--- src/design/b64d_pkg.sv ---
// Package for the base64url strict decoder.
// Holds the transfer payload types, error codes and the character table.
// No dependencies.
`timescale 1ns / 1ps

package b64d_pkg;

  // Error codes reported on the last character of a string
  typedef enum logic [2:0] {
    ERR_NONE     = 3'd0,
    ERR_BADCHAR  = 3'd1,
    ERR_PAD      = 3'd2,
    ERR_LENGTH   = 3'd3,
    ERR_LEFTOVER = 3'd4
  } err_code_t;

  localparam logic [7:0] PAD_CHAR = 8'h3D;  // '='

  // Input transfer payload
  typedef struct packed {
    logic [7:0] char_code;
    logic       is_last;
  } in_item_t;

  // Result transfer payload
  typedef struct packed {
    logic       byte_valid;
    logic [7:0] data_byte;
    logic       end_of_string;
    logic [2:0] error_code;
  } out_item_t;

  // Decoded character: ok flag and six-bit value
  typedef struct packed {
    logic       ok;
    logic [5:0] val;
  } sextet_t;

  // Map one base64url character to its six-bit value
  function automatic sextet_t sextet_of(input logic [7:0] c);
    sextet_t s;
    logic [7:0] t;
    s = '0;
    t = '0;
    if (c inside {[8'h41:8'h5A]}) begin
      t = c - 8'h41;
      s = {1'b1, t[5:0]};
    end else if (c inside {[8'h61:8'h7A]}) begin
      t = c - 8'h61 + 8'd26;
      s = {1'b1, t[5:0]};
    end else if (c inside {[8'h30:8'h39]}) begin
      t = c - 8'h30 + 8'd52;
      s = {1'b1, t[5:0]};
    end else if (c == 8'h2D) begin
      s = {1'b1, 6'd62};
    end else if (c == 8'h5F) begin
      s = {1'b1, 6'd63};
    end
    return s;
  endfunction

endpackage

--- src/design/b64d_in_stage.sv ---
// Input register stage of the base64url decoder.
// Depends on b64d_pkg for the input payload type.
`timescale 1ns / 1ps

module b64d_in_stage
  import b64d_pkg::*;
(
  input  logic     clk,
  input  logic     rst_n,
  input  logic     in_valid,
  output logic     in_stall,
  input  in_item_t in_item,
  input  logic     take,        // downstream consumes the held item this cycle
  output logic     held_valid,
  output in_item_t held_item
);

  logic     valid_r, valid_nxt;
  in_item_t item_r, item_nxt;
  logic     load;

  // Accept a new transfer when empty or when the held item moves on
  assign load     = !valid_r || take;
  assign in_stall = !load;

  always_comb begin
    valid_nxt = valid_r;
    item_nxt  = item_r;
    if (load) begin
      valid_nxt = in_valid;
      item_nxt  = in_item;
    end
  end

  // Hold control under reset, payload without
  always_ff @(posedge clk) begin
    if (!rst_n) begin
      valid_r <= 1'b0;
    end else begin
      valid_r <= valid_nxt;
    end
  end

  always_ff @(posedge clk) begin
    item_r <= item_nxt;
  end

  assign held_valid = valid_r;
  assign held_item  = item_r;

endmodule

--- src/design/b64d_core.sv ---
// Decode step of the base64url decoder: character table, bit accumulator,
// sticky error and final checks. Depends on b64d_pkg.
`timescale 1ns / 1ps

module b64d_core
  import b64d_pkg::*;
(
  input  logic      clk,
  input  logic      rst_n,
  input  logic      adv,       // item is processed and its result registered
  input  in_item_t  item,
  output out_item_t result
);

  logic [5:0] buf_r, buf_nxt;
  logic [2:0] held_r, held_nxt;
  err_code_t  sticky_r, sticky_nxt;

  sextet_t    sx;
  logic [5:0] v;
  logic [11:0] acc;
  logic [3:0] nb_sum;
  logic       have;
  logic [2:0] nb;
  logic [11:0] shifted;
  logic [11:0] mask;
  logic [11:0] kept;
  logic [5:0] buf_new;
  err_code_t  err_mid;
  err_code_t  err_fin;

  always_comb begin
    // Classify the character and update the error seen so far
    sx = sextet_of(item.char_code);
    if (item.char_code == PAD_CHAR) begin
      err_mid = ERR_PAD;
    end else if (!sx.ok && sticky_r == ERR_NONE) begin
      err_mid = ERR_BADCHAR;
    end else begin
      err_mid = sticky_r;
    end
    v = sx.ok ? sx.val : 6'd0;

    // Append six bits and take out a byte when eight are ready
    acc     = {buf_r, v};
    nb_sum  = {1'b0, held_r} + 4'd6;
    have    = nb_sum >= 4'd8;
    nb      = have ? 3'(nb_sum - 4'd8) : nb_sum[2:0];
    shifted = acc >> nb;
    mask    = (12'd1 << nb) - 12'd1;
    kept    = acc & mask;
    buf_new = kept[5:0];

    // Suppress bytes once an error is seen
    result.byte_valid    = have && (err_mid == ERR_NONE);
    result.data_byte     = result.byte_valid ? shifted[7:0] : 8'd0;
    result.end_of_string = item.is_last;

    // Final checks, in priority order
    if (err_mid == ERR_PAD) begin
      err_fin = ERR_PAD;
    end else if (nb == 3'd6) begin
      err_fin = ERR_LENGTH;
    end else if (err_mid != ERR_NONE) begin
      err_fin = err_mid;
    end else if (nb != 3'd0 && buf_new != 6'd0) begin
      err_fin = ERR_LEFTOVER;
    end else begin
      err_fin = ERR_NONE;
    end
    result.error_code = item.is_last ? err_fin : ERR_NONE;

    // Next state: clear at end of string
    buf_nxt    = buf_r;
    held_nxt   = held_r;
    sticky_nxt = sticky_r;
    if (adv) begin
      if (item.is_last) begin
        buf_nxt    = 6'd0;
        held_nxt   = 3'd0;
        sticky_nxt = ERR_NONE;
      end else begin
        buf_nxt    = buf_new;
        held_nxt   = nb;
        sticky_nxt = err_mid;
      end
    end
  end

  always_ff @(posedge clk) begin
    if (!rst_n) begin
      buf_r    <= 6'd0;
      held_r   <= 3'd0;
      sticky_r <= ERR_NONE;
    end else begin
      buf_r    <= buf_nxt;
      held_r   <= held_nxt;
      sticky_r <= sticky_nxt;
    end
  end

endmodule

--- src/design/base64url_strict_decoder.sv ---
// Base64url strict decoder, one character per transfer, one result each.
// Path: the input register holds each character, then the result register
// holds its result, which transfers while out_stall is low.
// Throughput: one character per cycle unless stalled; single decode step.
// Reset (rst_n low, synchronous) empties both registers and clears the
// accumulator and sticky error. Depends on b64d_pkg, b64d_in_stage, b64d_core.
`timescale 1ns / 1ps

module base64url_strict_decoder
  import b64d_pkg::*;
(
  input  logic      clk,
  input  logic      rst_n,
  input  logic      in_valid,
  output logic      in_stall,
  input  in_item_t  in_item,
  output logic      out_valid,
  input  logic      out_stall,
  output out_item_t out_item
);

  logic      held_valid;
  in_item_t  held_item;
  logic      out_free;
  logic      adv;
  out_item_t result;

  logic      out_valid_r, out_valid_nxt;
  out_item_t out_item_r, out_item_nxt;

  // Advance when the result register is empty or being drained
  assign out_free = !out_valid_r || !out_stall;
  assign adv      = held_valid && out_free;

  b64d_in_stage u_in (
    .clk        (clk),
    .rst_n      (rst_n),
    .in_valid   (in_valid),
    .in_stall   (in_stall),
    .in_item    (in_item),
    .take       (adv),
    .held_valid (held_valid),
    .held_item  (held_item)
  );

  b64d_core u_core (
    .clk    (clk),
    .rst_n  (rst_n),
    .adv    (adv),
    .item   (held_item),
    .result (result)
  );

  // Load the result register
  always_comb begin
    out_valid_nxt = out_valid_r;
    out_item_nxt  = out_item_r;
    if (out_free) begin
      out_valid_nxt = held_valid;
      out_item_nxt  = result;
    end
  end

  always_ff @(posedge clk) begin
    if (!rst_n) begin
      out_valid_r <= 1'b0;
    end else begin
      out_valid_r <= out_valid_nxt;
    end
  end

  always_ff @(posedge clk) begin
    out_item_r <= out_item_nxt;
  end

  assign out_valid = out_valid_r;
  assign out_item  = out_item_r;

endmodule
--- config.mk ---
export PLATFORM = sky130hd
export DESIGN_NAME = base64url_strict_decoder
export DESIGN_NICKNAME = d
export VERILOG_FILES = /design/src/design/b64d_pkg.sv /design/src/design/b64d_in_stage.sv /design/src/design/b64d_core.sv /design/src/design/base64url_strict_decoder.sv
export SDC_FILE = /design/constraint.sdc
export NUM_CORES = 1
export LEC_CHECK = 0
export ABC_AREA = 1
export BUFFER_PORTS_ARGS = -buffer_cell sky130_fd_sc_hd__buf_2
export CAP_MARGIN = 20
export CORE_MARGIN = 3
export CORE_UTILIZATION = 63
export DETAILED_ROUTE_END_ITERATION = 12
export PLACE_DENSITY = 0.95
export SYNTH_ARGS = -nofsm -noshare
export SYNTH_HDL_FRONTEND = slang
export SYNTH_SLANG_ARGS = --single-unit
--- constraint.sdc ---
create_clock -name clk -period 6.2 [get_ports clk]
set_input_delay 1.24 -clock clk [delete_from_list [all_inputs] [get_ports clk]]
set_output_delay 1.24 -clock clk [all_outputs]
set_load 0.03 [all_outputs]
# Word-level counts from Yosys, hierarchy flattened

Cells that the tools add are included.

Register bits after elaboration: 36
Input bits: 13
Output and inout bits: 15

$add $sub $neg: 8
$lt $le $gt $ge: 7
Equal/unequal tests: 5
Shift-type cells: 2
Mux-type cells: 16
Bitwise gates (word level): 2
Reduce and logical (&&, ||, !) cells: 21

Operators with widths:

| kind                | count |
|---|---|
| $mux 7              | 5 |
| $mux 3              | 7 |
| $eq 8x6->1 const B  | 2 |
| $ge 8x7->1 const B  | 2 |
| $le 8x7->1 const B  | 2 |
| $mux 6              | 2 |
| $shr 12x3->8        | 1 |
| $sub 6x1->6 const B | 2 |
| $sub 6x6->6 const B | 2 |
| $eq 8x7->1 const B  | 1 |
| $ge 8x6->1 const B  | 1 |
| $le 8x6->1 const B  | 1 |
| $logic_and 1x1->1   | 7 |
| $add 6x5->6 const B | 1 |
| $add 6x6->6 const B | 1 |
| $and 6x6->6         | 1 |
| $logic_not 3->1     | 2 |
| $reduce_bool 3->1   | 2 |
| $reduce_bool 6->1   | 1 |
| $shl 1x3->6 const A | 1 |
| $logic_not 1->1     | 5 |
| $add 3x3->4 const B | 1 |
| $ge 4x4->1 const B  | 1 |
| $mux 2              | 2 |
| 7 further kinds     | 8 |

# Logic depth before layout (Yosys ltp)

Word-level depth: 14
Gate-level depth with buffers: 17

# Modules after synthesis

From an unflattened synthesis, not the netlist that was laid out.

Cells, all modules: 312
Area, all modules: 2364.8 um^2

Modules (own cells, without submodules):

| module                   | times used | cells an instance | area each (um^2) | seq. area each (um^2) |
|---|---|---|---|---|
| b64d_core                | 1          | 277               | 1606.5           | 220.2 |
| base64url_strict_decoder | 1          | 19                | 437.9            | 410.4 |
| b64d_in_stage            | 1          | 16                | 320.3            | 290.3 |

# Worst setup path after synthesis

No wires, ideal clock.

Path type: input port to output port
Start: in out_stall
End: out in_stall
Data arrival time: 2.093 ns
Setup slack: 2.867 ns
Stages: 2
Buffers on the path: 0
Cells stage by stage: nand2_1 nor2_1

Cells in the longest elaborated chain, start to end: 5

Ends and longest elaborated chain:

| item              | line                           | source |
|---|---|---|
| from (decl)       | base64url_strict_decoder.sv:18 | `input logic out_stall,` |
| $logic_not 1->1   | base64url_strict_decoder.sv:32 | `assign out_free = !out_valid_r \|\| !out_stall;` |
| $logic_or 1x1->1  | base64url_strict_decoder.sv:32 |  |
| $logic_and 1x1->1 | base64url_strict_decoder.sv:33 | `assign adv = held_valid && out_free;` |
| $logic_or 1x1->1  | b64d_in_stage.sv:23            | `assign load = !valid_r \|\| take;` |
| $logic_not 1->1   | b64d_in_stage.sv:24            | `assign in_stall = !load;` |
| to (decl)         | base64url_strict_decoder.sv:15 | `output logic in_stall,` |

No other way between the ends.

# Worst setup path after layout

Start: in out_stall
End: out in_stall

Cells in the longest elaborated chain, start to end: 5

Ends and longest elaborated chain:

| item              | line                           | source |
|---|---|---|
| $logic_not 1->1   | base64url_strict_decoder.sv:32 |  |
| $logic_or 1x1->1  | base64url_strict_decoder.sv:32 |  |
| via out_free      | base64url_strict_decoder.sv:24 | `logic out_free;` |
| $logic_and 1x1->1 | base64url_strict_decoder.sv:33 |  |
| $logic_or 1x1->1  | b64d_in_stage.sv:23            |  |
| $logic_not 1->1   | b64d_in_stage.sv:24            |  |

The timed path passes the listed nets, and every way through them passes these cells.

==> flow_summary.html <==
<table>
<tr><th>Metric</th><th>Value</th></tr>
<tr><th colspan="2">Status</th></tr>
<tr><td>Result of the run</td><td>finished clean</td></tr>
<tr><th colspan="2">Yosys</th></tr>
<tr><td>Number of nets in the synthesized netlist</td><td>334</td></tr>
<tr><td>Average cell area after synthesis</td><td>between 7 and 8 µm²</td></tr>
<tr><td>Fraction of synthesis flops using an asynchronous set or reset pin</td><td>0%</td></tr>
<tr><td>Number of register bits inferred by synthesis</td><td>35</td></tr>
<tr><td>Area share of the leading cell type in the synthesized netlist</td><td>28.19%</td></tr>
<tr><td>Area leader, netlist</td><td>sky130_fd_sc_hd__edfxtp_1</td></tr>
<tr><td>Commonest cells post-synth</td><td>sky130_fd_sc_hd__nand2_1, sky130_fd_sc_hd__inv_1, sky130_fd_sc_hd__nor2_1</td></tr>
<tr><td>Most repeated cell in the gate-level netlist after synthesis</td><td>sky130_fd_sc_hd__nand2_1</td></tr>
<tr><td>Primary FF master, synth</td><td>sky130_fd_sc_hd__edfxtp_1</td></tr>
<tr><td>Main area contributors after synthesis</td><td>sky130_fd_sc_hd__edfxtp_1, sky130_fd_sc_hd__nand2_1, sky130_fd_sc_hd__dfxtp_1, sky130_fd_sc_hd__ha_1, sky130_fd_sc_hd__nand3_1</td></tr>
<tr><td>Netlist Area Pre-Place</td><td>0.002343 mm²</td></tr>
<tr><td>Count of unique library cells instantiated by Yosys</td><td>32</td></tr>
<tr><td>Gate count after technology mapping</td><td>308</td></tr>
<tr><td>Portion of the post-synthesis area used by sequential elements</td><td>39.30%</td></tr>
<tr><td>Count of synthesis-stage warnings from yosys</td><td>0</td></tr>
<tr><td>Count of flip-flops with a built-in enable after synthesis</td><td>22</td></tr>
<tr><th colspan="2">Cells and area</th></tr>
<tr><td>Synth-to-Final Area Change</td><td>9.503%</td></tr>
<tr><td>Fin util</td><td>approximately three quarters</td></tr>
<tr><td>Non-filler cells in the finished layout</td><td>379</td></tr>
<tr><td>Final layout net count</td><td>358</td></tr>
<tr><td>Fin area</td><td>0.002566 mm²</td></tr>
<tr><td>Filler cell count</td><td>266</td></tr>
<tr><td>Antenna Cells</td><td>0</td></tr>
<tr><td>Share of cells above drive strength 1</td><td>18.62%</td></tr>
<tr><th colspan="2">STA</th></tr>
<tr><td>Post-route clock skew</td><td>0.009784 ns</td></tr>
<tr><td>Final number of max-transition violations</td><td>0</td></tr>
<tr><td>Number of setup violations in the final report</td><td>0</td></tr>
<tr><td>Hold Fails Final Rpt</td><td>0</td></tr>
<tr><td>Slew of the pin with the lowest slew margin</td><td>0.6254 ns</td></tr>
<tr><td>Final hold slack</td><td>0.4619 ns</td></tr>
<tr><td>Maximum frequency from static timing analysis</td><td>286.3 MHz</td></tr>
<tr><td>Setup TNS</td><td>0 ns</td></tr>
<tr><td>Slew headroom</td><td>58.21%</td></tr>
<tr><td>Unrepaired setup endpoints after global routing</td><td>no</td></tr>
<tr><td>Final min period</td><td>3.493 ns</td></tr>
<tr><td>Post-route clock period utilization</td><td>56.34%</td></tr>
<tr><th colspan="2">Clock tree</th></tr>
<tr><td>Clock transition time at the flip-flop clock pins of the worst setup and hold paths</td><td>0.07 ns</td></tr>
<tr><td>Number of buffers added by the clock tree synthesis step</td><td>5</td></tr>
<tr><td>Number of levels the H-tree was split into</td><td>2</td></tr>
<tr><td>CTS tree</td><td>built</td></tr>
<tr><td>Count of cells resized by post-cts repair</td><td>0</td></tr>
<tr><td>Total of hold buffers inserted after clock tree synthesis</td><td>0</td></tr>
<tr><td>Number of buffers inserted to repair setup after CTS</td><td>0</td></tr>
<tr><td>Insertion delay to the later sink of the worst-skew pair</td><td>0.30 ns</td></tr>
<tr><td>Clk root buf</td><td>sky130_fd_sc_hd__clkbuf_8</td></tr>
<tr><td>Clk buf depth</td><td>2</td></tr>
<tr><td>CTS sink count</td><td>35</td></tr>
<tr><th colspan="2">Setup path</th></tr>
<tr><td>Biggest cell delay along the critical path</td><td>around 0.36 ns</td></tr>
<tr><td>Crit path DAT</td><td>approximately 2.3 ns</td></tr>
<tr><td>Worst path cell trace</td><td>buf_2 &gt; nand2_1 &gt; nor2_1 &gt; buf_2</td></tr>
<tr><td>Kind of cell with the highest combined delay on the critical path</td><td>simple AND/OR/NAND/NOR gates</td></tr>
<tr><td>Worst endpoint required time</td><td>4.96 ns</td></tr>
<tr><td>CP startpoint kind</td><td>input port</td></tr>
<tr><td>Crit path buffers/inverters</td><td>2</td></tr>
<tr><td>Maximum fanout count along the critical path</td><td>16</td></tr>
<tr><td>Cell type of the slowest stage on the worst timing path</td><td>sky130_fd_sc_hd__nand2_1</td></tr>
<tr><td>Critical register-to-register path startpoint</td><td>u_core.held_r[1]</td></tr>
<tr><td>Setup crit end kind</td><td>output port</td></tr>
<tr><td>Critical setup path kind</td><td>in2out</td></tr>
<tr><td>Cell with the most instances on the worst path</td><td>sky130_fd_sc_hd__buf_2</td></tr>
<tr><td>Crit path launch</td><td>out_stall</td></tr>
<tr><th colspan="2">Power</th></tr>
<tr><td>Pwr/cell area</td><td>215.7 mW/mm²</td></tr>
<tr><td>Leak Pwr</td><td>1.170 nW</td></tr>
<tr><td>Maximum vdd drop</td><td>0.0001553 V</td></tr>
<tr><th colspan="2">Global route</th></tr>
<tr><td>Maximum number of pins on one net before global-route repair</td><td>18</td></tr>
<tr><td>Initial antenna violation count</td><td>0</td></tr>
<tr><td>Global route total overflow</td><td>0</td></tr>
<tr><td>First-pass GRT wire length</td><td>approximately 8500 µm</td></tr>
<tr><td>Number of global-route vias before repair</td><td>1895</td></tr>
<tr><td>Combined global-route utilization of all metal layers</td><td>25.49%</td></tr>
<tr><th colspan="2">Die</th></tr>
<tr><td>Top-Level Pins</td><td>28</td></tr>
<tr><td>Width of the die</td><td>about 67 µm</td></tr>
<tr><td>Initial cell density of the core</td><td>between 60% and 70%</td></tr>
<tr><td>Total die area</td><td>0.004488 mm²</td></tr>
<tr><td>Core footprint</td><td>between 0.003 and 0.004 mm²</td></tr>
<tr><td>Row count</td><td>21</td></tr>
<tr><td>Die height</td><td>about 67 µm</td></tr>
<tr><th colspan="2">Detailed routing</th></tr>
<tr><td>Final routed wirelength across all metal layers</td><td>5287 µm</td></tr>
<tr><td>Number of search-and-repair iterations in the first detailed-routing pass</td><td>5</td></tr>
<tr><td>1st-iter DRT viols</td><td>approximately 280</td></tr>
<tr><td>Post-DR vias/cell</td><td>5.654</td></tr>
<tr><td>Antenna Violating Nets Remaining</td><td>0</td></tr>
<tr><td>DRC errors left</td><td>0</td></tr>
<tr><td>Total number of vias</td><td>between 2000 and 2500</td></tr>
<tr><td>Average wire per cell in the routed design</td><td>13.95 µm</td></tr>
<tr><th colspan="2">Min path</th></tr>
<tr><td>Worst Hold Class</td><td>reg2reg</td></tr>
<tr><td>Worst hold path startpoint</td><td>u_in.held_valid</td></tr>
<tr><th colspan="2">Placement</th></tr>
<tr><td>Cell Area, Placed</td><td>0.002481 mm²</td></tr>
<tr><td>Detail Placement HPWL</td><td>about 3700 µm</td></tr>
<tr><td>Inst Count DP</td><td>371</td></tr>
<tr><td>Final weighted congestion in routability-driven placement</td><td>0.9910</td></tr>
<tr><td>Number of input and output port buffers inserted</td><td>27</td></tr>
<tr><th colspan="2">Job</th></tr>
<tr><td>Max_cap viols</td><td>0</td></tr>
</table>
## layer usage
| metal | part of all wire, % | vias to the layer above | GRT usage [%] | wire [µm] |
|---|---|---|---|---|
| met2 | 48 | 107 | 43.07 | 2532 |
| met3 | 7.5 | 18 | 6.071 | 398 |
| met1 | 42 | 972 | 30.98 | 2228 |
| li1 | - | 1046 | - | - |
| met5 | 0 | - | 0 | 0 |
| met4 | 2.4 | 0 | 10.13 | 128 |
## where the power goes
part	leakage, nW	switching [mW]	internal (mW)
registers	0.351	0.0125	0.259
logic	0.777	0.0790	0.0363
clock network	0.0412	0.0880	0.0785
total	1.17	0.179	0.374
## tightest hold or removal path, stage by stage (launching register included)
cell	delay [ns]
sky130_fd_sc_hd__dfxtp_1	0.31
sky130_fd_sc_hd__inv_1	0.06
sky130_fd_sc_hd__a21oi_1	0.06
## registers in the layout (all words and copies together), names as in the netlist
register and flops:
u_in.held_valid 1, u_core.buf_r 6, out_item 13, u_in.held_item 9, u_core.held_r 2, out_valid 1, u_core.sticky_r 3
## final timing paths
path | to | slack (ns) | depth (start not counted)
setup reg to reg | out_item[2] | 3.15 | 10
setup / recovery | in_stall | 2.71 | 4
hold / removal | out_valid | 0.46 | 2
hold reg to reg | out_valid | 0.46 | 2
## cell usage in the layout (no fill, tap or decap), drive strengths merged
cell type	count
ha	13
a22oi	1
nand4	5
o21a	1
clkbuf	6
nor2	31
o21ai	13
dfxtp	13
buf	27
inv	36
a21oi	22
nand3b	4
or2	1
nor3	6
clkinvlp	1
edfxtp	22
nand3	29
xor2	5
nand2	94
xnor2	1
clkinv	2
## kinds of logic after synthesis
group	share of synthesized area, %
AND/OR/NAND/NOR	34.76
buffers and inverters	8.328
flip-flops	39.30
AO/OA/AOI/OAI	8.436
adder cells (fa/ha/maj)	6.941
XOR/XNOR	2.242
## per-stage QoR
stage | power, mW | setup slack (ns)
global placement | 0.3829 | 2.755
global route | 0.5759 | 2.587
detailed placement | 0.3870 | 2.695
floorplan | 0.3616 | 2.867
finish | 0.5536 | 2.707
CTS | 0.5515 | 2.697
## area by class of cell
class,instances,area [µm²],area share (%)
Multi-Input combinational cell,226,1227,47.83
Sequential cell,35,920.9,35.88
Inverter,37,140.1,5.461
Timing Repair Buffer,27,135.1,5.266
Clock buffer,6,72.57,2.828
Tap cell,46,57.56,2.243
Clock inverter,2,12.51,0.4876
Power figures use the tool's default switching activity.
